[src/sv/sfr_pkg.sv]
// ----------------------------------------------------------------------------
// sfr_pkg
// Shared types and constants for the streaming find-and-replace block.
// ----------------------------------------------------------------------------
`default_nettype none

package sfr_pkg;

    // Widths fixed by the register map
    localparam int unsigned BYTE_W = 8;
    localparam int unsigned LEN_W  = 4;
    localparam int unsigned WORD_W = 64;

    typedef logic [BYTE_W-1:0] byte_t;
    typedef logic [LEN_W-1:0]  len_t;

    typedef enum logic [1:0] {
        CFG_PATTERN_BYTES  = 2'd0,
        CFG_PATTERN_LENGTH = 2'd1,
        CFG_REPL_BYTES     = 2'd2,
        CFG_REPL_LENGTH    = 2'd3
    } cfg_reg_t;

    // Per-cell window control
    typedef struct packed {
        logic shift;      // take neighbor's byte
        logic write_new;  // take the incoming byte
    } cell_ctl_t;

    // Load request into the output burst register
    typedef struct packed {
        logic load;
        len_t len;
        logic last;
        logic char_valid;
    } burst_load_t;

endpackage

`default_nettype wire

[src/sv/sfr_cell.sv]
// ----------------------------------------------------------------------------
// sfr_cell
// One window position: holds a byte, forms the candidate byte for its slot
// and compares it with its pattern byte.
// ----------------------------------------------------------------------------
`default_nettype none

module sfr_cell (
    input  wire logic              clk,
    input  wire sfr_pkg::cell_ctl_t ctl,
    input  wire logic              held,
    input  wire sfr_pkg::byte_t    in_char,
    input  wire sfr_pkg::byte_t    nbr_byte,
    input  wire sfr_pkg::byte_t    pat_byte,
    output sfr_pkg::byte_t         buf_byte,
    output logic                   eq
);

    sfr_pkg::byte_t win_reg;
    sfr_pkg::byte_t win_next;

    // slot at the fill point sees the incoming byte
    assign buf_byte = held ? win_reg : in_char;
    assign eq       = (buf_byte == pat_byte);

    always_comb
    begin
        win_next = win_reg;
        if (ctl.shift)
        begin
            win_next = nbr_byte;
        end
        else if (ctl.write_new)
        begin
            win_next = in_char;
        end
    end

    always_ff @(posedge clk)
    begin
        win_reg <= win_next;
    end

endmodule

`default_nettype wire

[src/sv/sfr_burst.sv]
// ----------------------------------------------------------------------------
// sfr_burst
// Output burst register: a row of byte slots loaded in parallel and shifted
// out one beat per cycle toward slot 0 while out_ready is high.
// ----------------------------------------------------------------------------
`default_nettype none

module sfr_burst #(
    parameter int unsigned DEPTH = 8
) (
    input  wire logic                            clk,
    input  wire logic                            rst_n,
    input  wire sfr_pkg::burst_load_t            ld,
    input  wire logic [DEPTH-1:0][sfr_pkg::BYTE_W-1:0] ld_bytes,
    output logic                                 busy_one,
    output logic                                 idle,
    output logic                                 out_valid,
    input  wire logic                            out_ready,
    output sfr_pkg::byte_t                       out_char,
    output logic                                 char_valid,
    output logic                                 out_last
);

    logic [DEPTH-1:0][sfr_pkg::BYTE_W-1:0] bytes_reg;
    logic [DEPTH-1:0][sfr_pkg::BYTE_W-1:0] bytes_next;
    sfr_pkg::len_t cnt_reg;
    sfr_pkg::len_t cnt_next;
    logic          last_reg;
    logic          last_next;
    logic          cv_reg;
    logic          cv_next;
    logic          pop;

    assign idle       = (cnt_reg == '0);
    assign busy_one   = (cnt_reg == sfr_pkg::len_t'(1));
    assign out_valid  = !idle;
    assign pop        = out_valid && out_ready;
    assign out_char   = cv_reg ? bytes_reg[0] : '0;
    assign char_valid = cv_reg;
    assign out_last   = last_reg && busy_one;

    always_comb
    begin
        bytes_next = bytes_reg;
        cnt_next   = cnt_reg;
        last_next  = last_reg;
        cv_next    = cv_reg;
        if (ld.load)
        begin
            bytes_next = ld_bytes;
            cnt_next   = ld.len;
            last_next  = ld.last;
            cv_next    = ld.char_valid;
        end
        else if (pop)
        begin
            for (int k = 0; k < DEPTH - 1; k++)
            begin
                bytes_next[k] = bytes_reg[k+1];
            end
            cnt_next = cnt_reg - sfr_pkg::len_t'(1);
        end
    end

    always_ff @(posedge clk)
    begin
        bytes_reg <= bytes_next;
    end

    always_ff @(posedge clk or negedge rst_n)
    begin
        if (!rst_n)
        begin
            cnt_reg  <= '0;
            last_reg <= 1'b0;
            cv_reg   <= 1'b0;
        end
        else
        begin
            cnt_reg  <= cnt_next;
            last_reg <= last_next;
            cv_reg   <= cv_next;
        end
    end

endmodule

`default_nettype wire

[src/sv/stream_find_replace_top.sv]
// ----------------------------------------------------------------------------
// stream_find_replace_top
// Streaming find-and-replace over a byte string.
// ----------------------------------------------------------------------------
// Takes one text byte per beat and replaces each leftmost, non-overlapping
// occurrence of the configured pattern with the replacement. While out_ready
// is high, a byte giving at most one output byte is taken every cycle and the
// burst register feeding the single output port drains one byte per cycle. A
// beat giving N bytes (a replacement, or an end-of-string flush) stalls input
// until that register holds its last byte. If the last byte gives no output,
// one beat with char_valid low carries out_last. Writing the pattern length
// drops any bytes held in the window. Configure only while idle.
// ----------------------------------------------------------------------------
`default_nettype none

module stream_find_replace_top #(
    parameter int unsigned MAX_PATTERN     = 8,
    parameter int unsigned MAX_REPLACEMENT = 8
) (
    input  wire logic        clk,
    input  wire logic        rst_n,
    input  wire logic        in_valid,
    output logic             in_ready,
    input  wire logic [7:0]  in_char,
    input  wire logic        in_last,
    output logic             out_valid,
    input  wire logic        out_ready,
    output logic [7:0]       out_char,
    output logic             char_valid,
    output logic             out_last,
    input  wire logic        cfg_valid,
    output logic             cfg_ready,
    input  wire logic [1:0]  cfg_index,
    input  wire logic [63:0] cfg_data
);

    localparam int unsigned BURST = (MAX_PATTERN > MAX_REPLACEMENT) ?
                                    MAX_PATTERN : MAX_REPLACEMENT;
    localparam int unsigned CW    = (MAX_PATTERN > 1) ? $clog2(MAX_PATTERN) : 1;

    // config registers
    logic [sfr_pkg::WORD_W-1:0] pat_bytes_reg;
    logic [sfr_pkg::WORD_W-1:0] pat_bytes_next;
    sfr_pkg::len_t              pat_len_reg;
    sfr_pkg::len_t              pat_len_next;
    logic [sfr_pkg::WORD_W-1:0] rep_bytes_reg;
    logic [sfr_pkg::WORD_W-1:0] rep_bytes_next;
    sfr_pkg::len_t              rep_len_reg;
    sfr_pkg::len_t              rep_len_next;

    logic [CW-1:0] win_count_reg;
    logic [CW-1:0] win_count_next;

    logic          cfg_wr;
    logic          cfg_plen_wr;
    logic          take;
    sfr_pkg::len_t plen;
    sfr_pkg::len_t rlen;
    sfr_pkg::len_t cnt_ext;
    logic          full;
    logic          match;
    logic          burst_idle;
    logic          burst_one;
    sfr_pkg::len_t emit_len;

    sfr_pkg::cell_ctl_t cell_ctl [MAX_PATTERN];
    logic [MAX_PATTERN-1:0] held;
    logic [MAX_PATTERN-1:0] eq;
    sfr_pkg::byte_t         buf_byte [MAX_PATTERN];

    sfr_pkg::burst_load_t                  ld;
    logic [BURST-1:0][sfr_pkg::BYTE_W-1:0] ld_bytes;

    assign cfg_ready   = 1'b1;
    assign cfg_wr      = cfg_valid && cfg_ready;
    assign cfg_plen_wr = cfg_wr &&
                         (sfr_pkg::cfg_reg_t'(cfg_index) == sfr_pkg::CFG_PATTERN_LENGTH);

    always_comb
    begin
        pat_bytes_next = pat_bytes_reg;
        pat_len_next   = pat_len_reg;
        rep_bytes_next = rep_bytes_reg;
        rep_len_next   = rep_len_reg;
        if (cfg_wr)
        begin
            unique case (sfr_pkg::cfg_reg_t'(cfg_index))
                sfr_pkg::CFG_PATTERN_BYTES:  pat_bytes_next = cfg_data;
                sfr_pkg::CFG_PATTERN_LENGTH: pat_len_next   = cfg_data[sfr_pkg::LEN_W-1:0];
                sfr_pkg::CFG_REPL_BYTES:     rep_bytes_next = cfg_data;
                sfr_pkg::CFG_REPL_LENGTH:    rep_len_next   = cfg_data[sfr_pkg::LEN_W-1:0];
                default:                     pat_bytes_next = pat_bytes_reg;
            endcase
        end
    end

    // effective lengths: pattern 1..MAX_PATTERN, replacement 0..MAX_REPLACEMENT
    always_comb
    begin
        if (pat_len_reg == '0)
            plen = sfr_pkg::len_t'(1);
        else if (pat_len_reg > sfr_pkg::len_t'(MAX_PATTERN))
            plen = sfr_pkg::len_t'(MAX_PATTERN);
        else
            plen = pat_len_reg;

        if (rep_len_reg > sfr_pkg::len_t'(MAX_REPLACEMENT))
            rlen = sfr_pkg::len_t'(MAX_REPLACEMENT);
        else
            rlen = rep_len_reg;
    end

    assign in_ready = burst_idle || (burst_one && out_ready);
    assign take     = in_valid && in_ready;
    assign cnt_ext  = sfr_pkg::len_t'(win_count_reg);
    assign full     = ((cnt_ext + sfr_pkg::len_t'(1)) == plen);

    // window cells
    for (genvar k = 0; k < MAX_PATTERN; k++)
    begin : g_cell
        sfr_pkg::byte_t nbr;

        if (k < MAX_PATTERN - 1)
        begin : g_nbr
            assign nbr = buf_byte[k+1];
        end
        else
        begin : g_end
            assign nbr = '0;
        end

        assign held[k] = (sfr_pkg::len_t'(k) < cnt_ext);

        always_comb
        begin
            cell_ctl[k].shift     = take && full && !match && !in_last;
            cell_ctl[k].write_new = take && !full && !in_last &&
                                    (sfr_pkg::len_t'(k) == cnt_ext);
        end

        sfr_cell u_cell (
            .clk      (clk),
            .ctl      (cell_ctl[k]),
            .held     (held[k]),
            .in_char  (in_char),
            .nbr_byte (nbr),
            .pat_byte (pat_bytes_reg[sfr_pkg::BYTE_W*k +: sfr_pkg::BYTE_W]),
            .buf_byte (buf_byte[k]),
            .eq       (eq[k])
        );
    end

    always_comb
    begin
        match = full;
        for (int k = 0; k < MAX_PATTERN; k++)
        begin
            if ((sfr_pkg::len_t'(k) < plen) && !eq[k])
                match = 1'b0;
        end
    end

    always_comb
    begin
        win_count_next = win_count_reg;
        if (cfg_plen_wr)
            win_count_next = '0;
        else if (take)
        begin
            if (in_last || match)
                win_count_next = '0;
            else if (!full)
                win_count_next = CW'(cnt_ext + sfr_pkg::len_t'(1));
        end
    end

    // burst load
    always_comb
    begin
        if (match)
            emit_len = rlen;
        else if (in_last)
            emit_len = cnt_ext + sfr_pkg::len_t'(1);
        else if (full)
            emit_len = sfr_pkg::len_t'(1);
        else
            emit_len = '0;

        for (int j = 0; j < BURST; j++)
        begin
            if (match)
                ld_bytes[j] = rep_bytes_reg[sfr_pkg::BYTE_W*j +: sfr_pkg::BYTE_W];
            else if (j < MAX_PATTERN)
                ld_bytes[j] = buf_byte[j];
            else
                ld_bytes[j] = '0;
        end

        ld.load       = take && ((emit_len != '0) || in_last);
        ld.last       = in_last;
        // empty end marker when nothing else goes out
        ld.char_valid = (emit_len != '0);
        ld.len        = (emit_len == '0) ? sfr_pkg::len_t'(1) : emit_len;
    end

    sfr_burst #(
        .DEPTH (BURST)
    ) u_burst (
        .clk        (clk),
        .rst_n      (rst_n),
        .ld         (ld),
        .ld_bytes   (ld_bytes),
        .busy_one   (burst_one),
        .idle       (burst_idle),
        .out_valid  (out_valid),
        .out_ready  (out_ready),
        .out_char   (out_char),
        .char_valid (char_valid),
        .out_last   (out_last)
    );

    always_ff @(posedge clk or negedge rst_n)
    begin
        if (!rst_n)
        begin
            pat_bytes_reg <= '0;
            pat_len_reg   <= sfr_pkg::len_t'(1);
            rep_bytes_reg <= '0;
            rep_len_reg   <= '0;
            win_count_reg <= '0;
        end
        else
        begin
            pat_bytes_reg <= pat_bytes_next;
            pat_len_reg   <= pat_len_next;
            rep_bytes_reg <= rep_bytes_next;
            rep_len_reg   <= rep_len_next;
            win_count_reg <= win_count_next;
        end
    end

endmodule

`default_nettype wire

[config.mk]
export PLATFORM = sky130hd
export DESIGN_NAME = stream_find_replace_top
export DESIGN_NICKNAME = d
export VERILOG_FILES = /design/src/sv/sfr_pkg.sv /design/src/sv/sfr_cell.sv /design/src/sv/sfr_burst.sv /design/src/sv/stream_find_replace_top.sv
export SDC_FILE = /design/constraint.sdc
export NUM_CORES = 1
export LEC_CHECK = 0
export ABC_AREA = 0
export BUFFER_PORTS_ARGS = -buffer_cell sky130_fd_sc_hd__buf_2
export CAP_MARGIN = 20
export CORE_AREA = 4 4 163 165
export DETAILED_ROUTE_END_ITERATION = 10
export DIE_AREA = 0 0 167 169
export PLACE_DENSITY = 0.83
export SLEW_MARGIN = 0
export SYNTH_ARGS = -nofsm -noshare
export SYNTH_HDL_FRONTEND = slang
export SYNTH_SLANG_ARGS = --single-unit
[constraint.sdc]
create_clock -name clk -period 5.23 [get_ports clk]
set_input_delay 0.523 -clock clk [delete_from_list [all_inputs] [get_ports clk]]
set_output_delay 0.523 -clock clk [all_outputs]
set_load 0.005 [all_outputs]
; Word level (Yosys, flattened, before mapping)
; Index checks and enable logic that the tools add are counted.
[totals]
register_bits = 273
word_cells = 181
ram_bits = 0
input_bits = 80
mem_count = 0
latchBits = 0
mem_bits_ro = 0
[classes]
shift = 0
div = 0
reduce_logical = 62
muxes = 54
n_bitwise = 0
addsub = 2
mul = 0
magnitude_cmp = 18
n_eq_ne = 21
[op_table]
columns = cell, count
row1 = 8-bit two-way mux, 31
row2 = 56-bit two-way mux, 2
row3 = 8-bit equality test, 8
row4 = 4-bit two-way mux, 8
row5 = 1-bit logical AND, 27
row6 = 2-bit nonzero test, 9
row7 = 4-bit zero test, 4
row8 = "3-bit by 4-bit < comparator with 1-bit output, first input constant", 4
row9 = "3-bit equality test, first input constant", 4
row10 = 1-bit zero test, 12
row11 = "3-bit < comparator, first input constant", 4
row12 = 3-bit two-way mux, 4
row13 = 2-bit AND reduction, 5
row14 = 1-bit two-way mux, 9
row15 = "4-bit greater-than comparator, second input constant", 2
row16 = "1-bit by 4-bit < comparator with 1-bit output, first input constant", 2
row17 = "2-bit by 4-bit < comparator with 1-bit output, first input constant", 2
row18 = "2-bit by 3-bit equality test with 1-bit output, first input constant", 2
row19 = "1-bit by 3-bit < comparator with 1-bit output, first input constant", 2
row20 = "2-bit by 3-bit < comparator with 1-bit output, first input constant", 2
row21 = "3-bit by 1-bit adder with 4-bit output, second input constant", 1
row22 = "2-bit equality test, second input constant", 2
row23 = "4-bit by 1-bit equality test with 1-bit output, second input constant", 1
row24 = 4-bit equality test, 1
row25 = other kinds (7), 9

; Depth between registers and ports, before layout
[logic_depth]
word_depth = 18
depth_mapped = 15

; By module
; Synthesis repeated with hierarchy kept, for this count alone.
[unflattened]
hier_cells = 943
hier_area_um2 = 14118.5
[by_module_without_submodules]
columns = mod, area_each_um2, instances, cells_each
row1 = stream_find_replace_top, 6592.6, 1, 467
row2 = sfr_cell, 564.3, 8, 38
row3 = sfr_burst, 3011.6, 1, 172

; Least setup slack after synthesis
; Ideal clock, no wire load.
[synth_path]
path_type = input port to flip-flop
from = in in_char[4]
to = reg u_burst.bytes_reg[0] (netlist bit), enable pin
slack_ns = 0.992
n_path_buf = 1
arrival_time_ns = 3.599
stages = 10
cell_sequence = clkbuf_1 > mux2i_1 > xnor2_1 > nor4_1 > a41oi_1 > a2111o_1 > nor4b_4 > a31oi_2 > o21ai_4 > nand2_1
[synth_between]
elab_chain_cells = 17
word_cells_on_any_way = 45
[synth_rtl]
columns = element, line_no
row1 = "start, declared", stream_find_replace_top.sv:24  ; input wire logic [7:0] in_char,
row2 = 8-bit two-way mux, sfr_cell.sv:23  ; assign buf_byte = held ? win_reg : in_char;
row3 = 8-bit equality test, sfr_cell.sv:24  ; assign eq = (buf_byte == pat_byte);
row4 = 1-bit zero test, stream_find_replace_top.sv:158  ; if ((sfr_pkg::len_t'(k) < plen) && !eq[k])
row5 = 1-bit logical AND, stream_find_replace_top.sv:158
row6 = 1-bit two-way mux (7 in series), stream_find_replace_top.sv:158
row7 = 1-bit two-way mux *, stream_find_replace_top.sv:158
row8 = 4-bit two-way mux *, stream_find_replace_top.sv:180  ; if (match)
row9 = 4-bit nonzero test *, stream_find_replace_top.sv:199  ; ld.load = take && ((emit_len != '0) || in_last);
row10 = 1-bit logical OR *, stream_find_replace_top.sv:199
row11 = 1-bit logical AND *, stream_find_replace_top.sv:199
row12 = 2-bit nonzero test (no source line) *, -
row13 = "end signal, assigned", sfr_burst.sv:67  ; bytes_reg <= bytes_next;
row14 = "end, declared", sfr_burst.sv:24  ; logic [DEPTH-1:0][sfr_pkg::BYTE_W-1:0] bytes_reg;
; Mark *: on every way between the ends. The rest lies on a longest branch, timed or not.
; A chain may end at the register's enable or synchronous reset.

==> summary.md <==
| Metric | Value |
|---|---|
| Sequential share of power | `approximately 44%` |
| Hold Fails Final Rpt | `0` |
| Worst Tran Pin Value | `a little over 0.9 ns` |
| Layout cells sized above 1 | `about a third` |
| P_sw | `approximately 2.1 mW` |
| Clk root buf | `clkbuf_16` |
| Most common cell after layout, fill and taps aside | `mux2_2` |
| Hold WC Path Type | `input pin to asynchronous set/reset pin` |
| Number of synthesized flops with an enable pin | `120` |
| CTS buffer count | `29` |
| CTS tree | `done` |
| Placed inst area | `14500 um^2` |
| CORE AREA | `between 20000 and 30000 um^2` |
| Most frequent cells in the layout | `mux2_2 (223), dfrtp_1 (144), edfxtp_1 (120), buf_2 (93), mux2i_1 (73)` |
| Longest Clk Path Bufs | `3` |
| Buf/Inv on CP | `3` |
| Pwr/cell area | `452 nW/um^2` |
| Final ANT Viol Nets | `0` |
| Layout area overhead | `13.1%` |
| Die Wd | `about 170 um` |
| Worst-skew pair later-pin latency | `between 0.5 and 0.6 ns` |
| FILL cells | `about 1900` |
| CP dominant cell by count | `buf_4` |
| Detail Placement HPWL | `23.5 mm` |
| Final Non-Filler Cells | `1523` |
| Site row count | `between 50 and 60` |
| Die Area | `~28000 um^2` |
| Final Max Tran Viols | `0` |
| Routed WL per cell | `21.8 um` |
| First-pass DRT Iterations | `5` |
| Share of the synthesized area in the top cell type | `about a quarter` |
| Worst Setup End Kind | `flop` |
| Tot Pwr | `6.99 mW` |
| Post-cts resize count | `0` |
| Synth warn | `0` |
| RSZ-0062 raised after global routing | `false` |
| Cell Area, Synth | `approximately 14000 um^2` |
| Total track usage | `a little under a quarter` |
| Peak supply drop | `slightly below 0.0003 V` |
| Post-synthesis sequential area ratio | `~53%` |
| RD Place Congestion | `~0.95` |
| Post-synth top area cell | `dfrtp_1` |
| Internal Power | `4.88 mW` |
| Htree depth | `1` |
| Vias/cell | `a little under 6` |
| Worst slew margin | `between 30% and 40%` |
| Cell count after synthesis | `1085` |
| Vias in the first global route | `9297` |
| Achievable Freq | `about 0.21 GHz` |
| Slowest cell on the critical path | `dfrtp_1` |
| Arrival time worst endpoint | `about 5.1 ns` |
| Dominant synthesized flop cell | `dfrtp_1` |
| Cts hold-fix bufs | `0` |
| # DRC | `0` |
| First-pass GRT wire length | `52.0 mm` |
| Status | `finished clean` |
| Net Count, Synth | `~1200` |
| Final critical-path required period | `4.76 ns` |
| Final setup viols | `0` |
| Worst-path cell chain | `buf_4, and3_1, mux2i_1, xor2_1, o2111ai_1, o32a_1, nor4b_4, a31oi_2, o21ai_4, inv_2, buf_4, mux2_4` |
| Yosys cell types | `between 60 and 70` |
| Top post-synthesis cells by area | `dfrtp_1 (26%), edfxtp_1 (26%), mux2_2 (18%)` |
| Crit path max fanout | `24` |
| Number of I/O port buffers | `91` |
| LEAKAGE | `about 6.5 nW` |
| Syn avg cell area | `12.6 um^2` |
| Placed cells | `about 1500` |
| Ys async rst share | `between 50% and 60%` |
| Final worst-path cycle share | `between 90% and 100%` |
| I/O Pins | `93` |
| Number of max-cap violations | `0` |
| Logic pwr share | `a little over a quarter` |
| Delay-heaviest family, CP | `simple AND/OR/NAND/NOR gates` |
| Die Span Y | `approximately 170 um` |
| Initial antenna violation count | `0` |
| Largest stage delay, worst path | `~0.80 ns` |
| Clock network power share | `a little under a third` |
| Worst Path Class, Setup | `flop to flop` |
| Sw frac | `30.1%` |
| Yosys reg bits | `about 270` |
| Post CTS Setup Buffer Count | `0` |
| Starting DRT DRC Count | `~660` |
| Critical path data required time | `5.53 ns` |
| Largest net degree at the start of global routing | `between 90 and 100` |
| Routed vias | `roughly 9000` |
| CTS Sinks | `~270` |
| Final wirelength | `between 30 and 40 mm` |
| Clock Skews | `roughly 0.010 ns` |
| Gr ovfl total | `0` |
| Clock transition at path regs | `around 0.060 ns` |
| Layout Nets | `1255` |
| Setup TNS | `0 ns` |
| Cell area after layout | `15500 um^2` |
| Ant diodes | `0` |
| Starting Density | `between 50% and 60%` |
| Critical path launch point type | `flop` |
layer usage:
metal | track usage [%] | routed length (um) | vias up
li1 | - | - | 4075
met1 | 30.5 | 13700 | 4584
met2 | 38.8 | 16300 | 320
met3 | 3.46 | 1950 | 80
met4 | 8.72 | 1210 | 0
met5 | 0 | 0 | -
area by class of cell:
| cell class | instances | area [um^2] | area share [%] |
|---|---|---|---|
| inverters | 74 | 278 | 1.80 |
| well taps | 330 | 413 | 2.67 |
| clock buffers | 49 | 923 | 5.97 |
| clock inverters | 5 | 78.8 | 0.509 |
| repair buffers | 122 | 687 | 4.44 |
| multi-input cells | 678 | 5860 | 37.9 |
| flip-flops and latches | 265 | 7230 | 46.7 |
cells by family (layout without fill, tap and decap cells):
kind of cell,Yosys count,in the layout,synth area share (%)
muxes,328,328,26.5
DFF,265,265,52.9
and+or+nand+nor,146,146,5.36
buffers and inverters,142,250,4.46
AOI/OAI and AO/OA,141,141,6.65
xor gates and xnor gates,57,57,3.65
adders and majority gates,5,5,0.457
other,1,1,0.0274
synthesized netlist by cell type (all sizes together), types with 2 or more instances:
master	n
o41ai	4
a31oi	7
nor3	3
nand2b	9
and3	6
buf	26
a211oi	3
o21ai	56
a2111oi	3
edfxtp	120
nand2	60
nor2	22
and2	12
ha	5
a21o	2
a32oi	2
a21oi	20
nand3	11
a22oi	2
nor3b	3
xnor2	19
nor2b	2
inv	73
a222oi	2
dfrtp	144
a21boi	2
nor4	9
mux2	255
o2111ai	2
nand3b	4
a41oi	2
xor2	38
mux2i	73
o31ai	4
a221oi	5
o22ai	13
o221ai	4
clkbuf	42
worst paths after layout:
kind / start / to / slack (ns) / cells past startpoint
max: win_count_reg[2] / u_burst.bytes_reg[25] / 0.47 / 12
min: rst_n / pat_bytes_reg[38] / 0.06 / 1
max reg2reg: win_count_reg[2] / u_burst.bytes_reg[25] / 0.47 / 12
min reg2reg: rep_bytes_reg[2] / rep_bytes_reg[2] / 0.50 / 1
max in group asynchronous: rst_n / rep_bytes_reg[18] / 4.01 / 2
min in group clk: cfg_data[21] / pat_bytes_reg[21] / 0.19 / 3
through the flow:
step / worst slack [ns] / hold slack (ns) / utilization, %
2_1_floorplan: 0.992 / 0.227 / -
3_3_place_gp: 0.740 / 0.484 / 57.7
3_5_place_dp: 0.571 / 0.488 / 57.8
4_1_cts: 0.541 / 0.105 / 61.8
5_1_grt: 0.197 / 0.0987 / 61.8
6_report: 0.468 / 0.0580 / 61.8
power groups by stage:
stage | combinational (mW) | sequential (mW) | clock, mW
2_1_floorplan | 1.43 | 2.89 | 0
3_3_place_gp | 1.76 | 3.06 | 0
3_5_place_dp | 1.82 | 3.08 | 0
4_1_cts | 1.83 | 3.05 | 2.13
5_1_grt | 2.01 | 3.08 | 2.22
6_report | 1.84 | 3.05 | 2.10
Power figures use the tool's default switching activity.
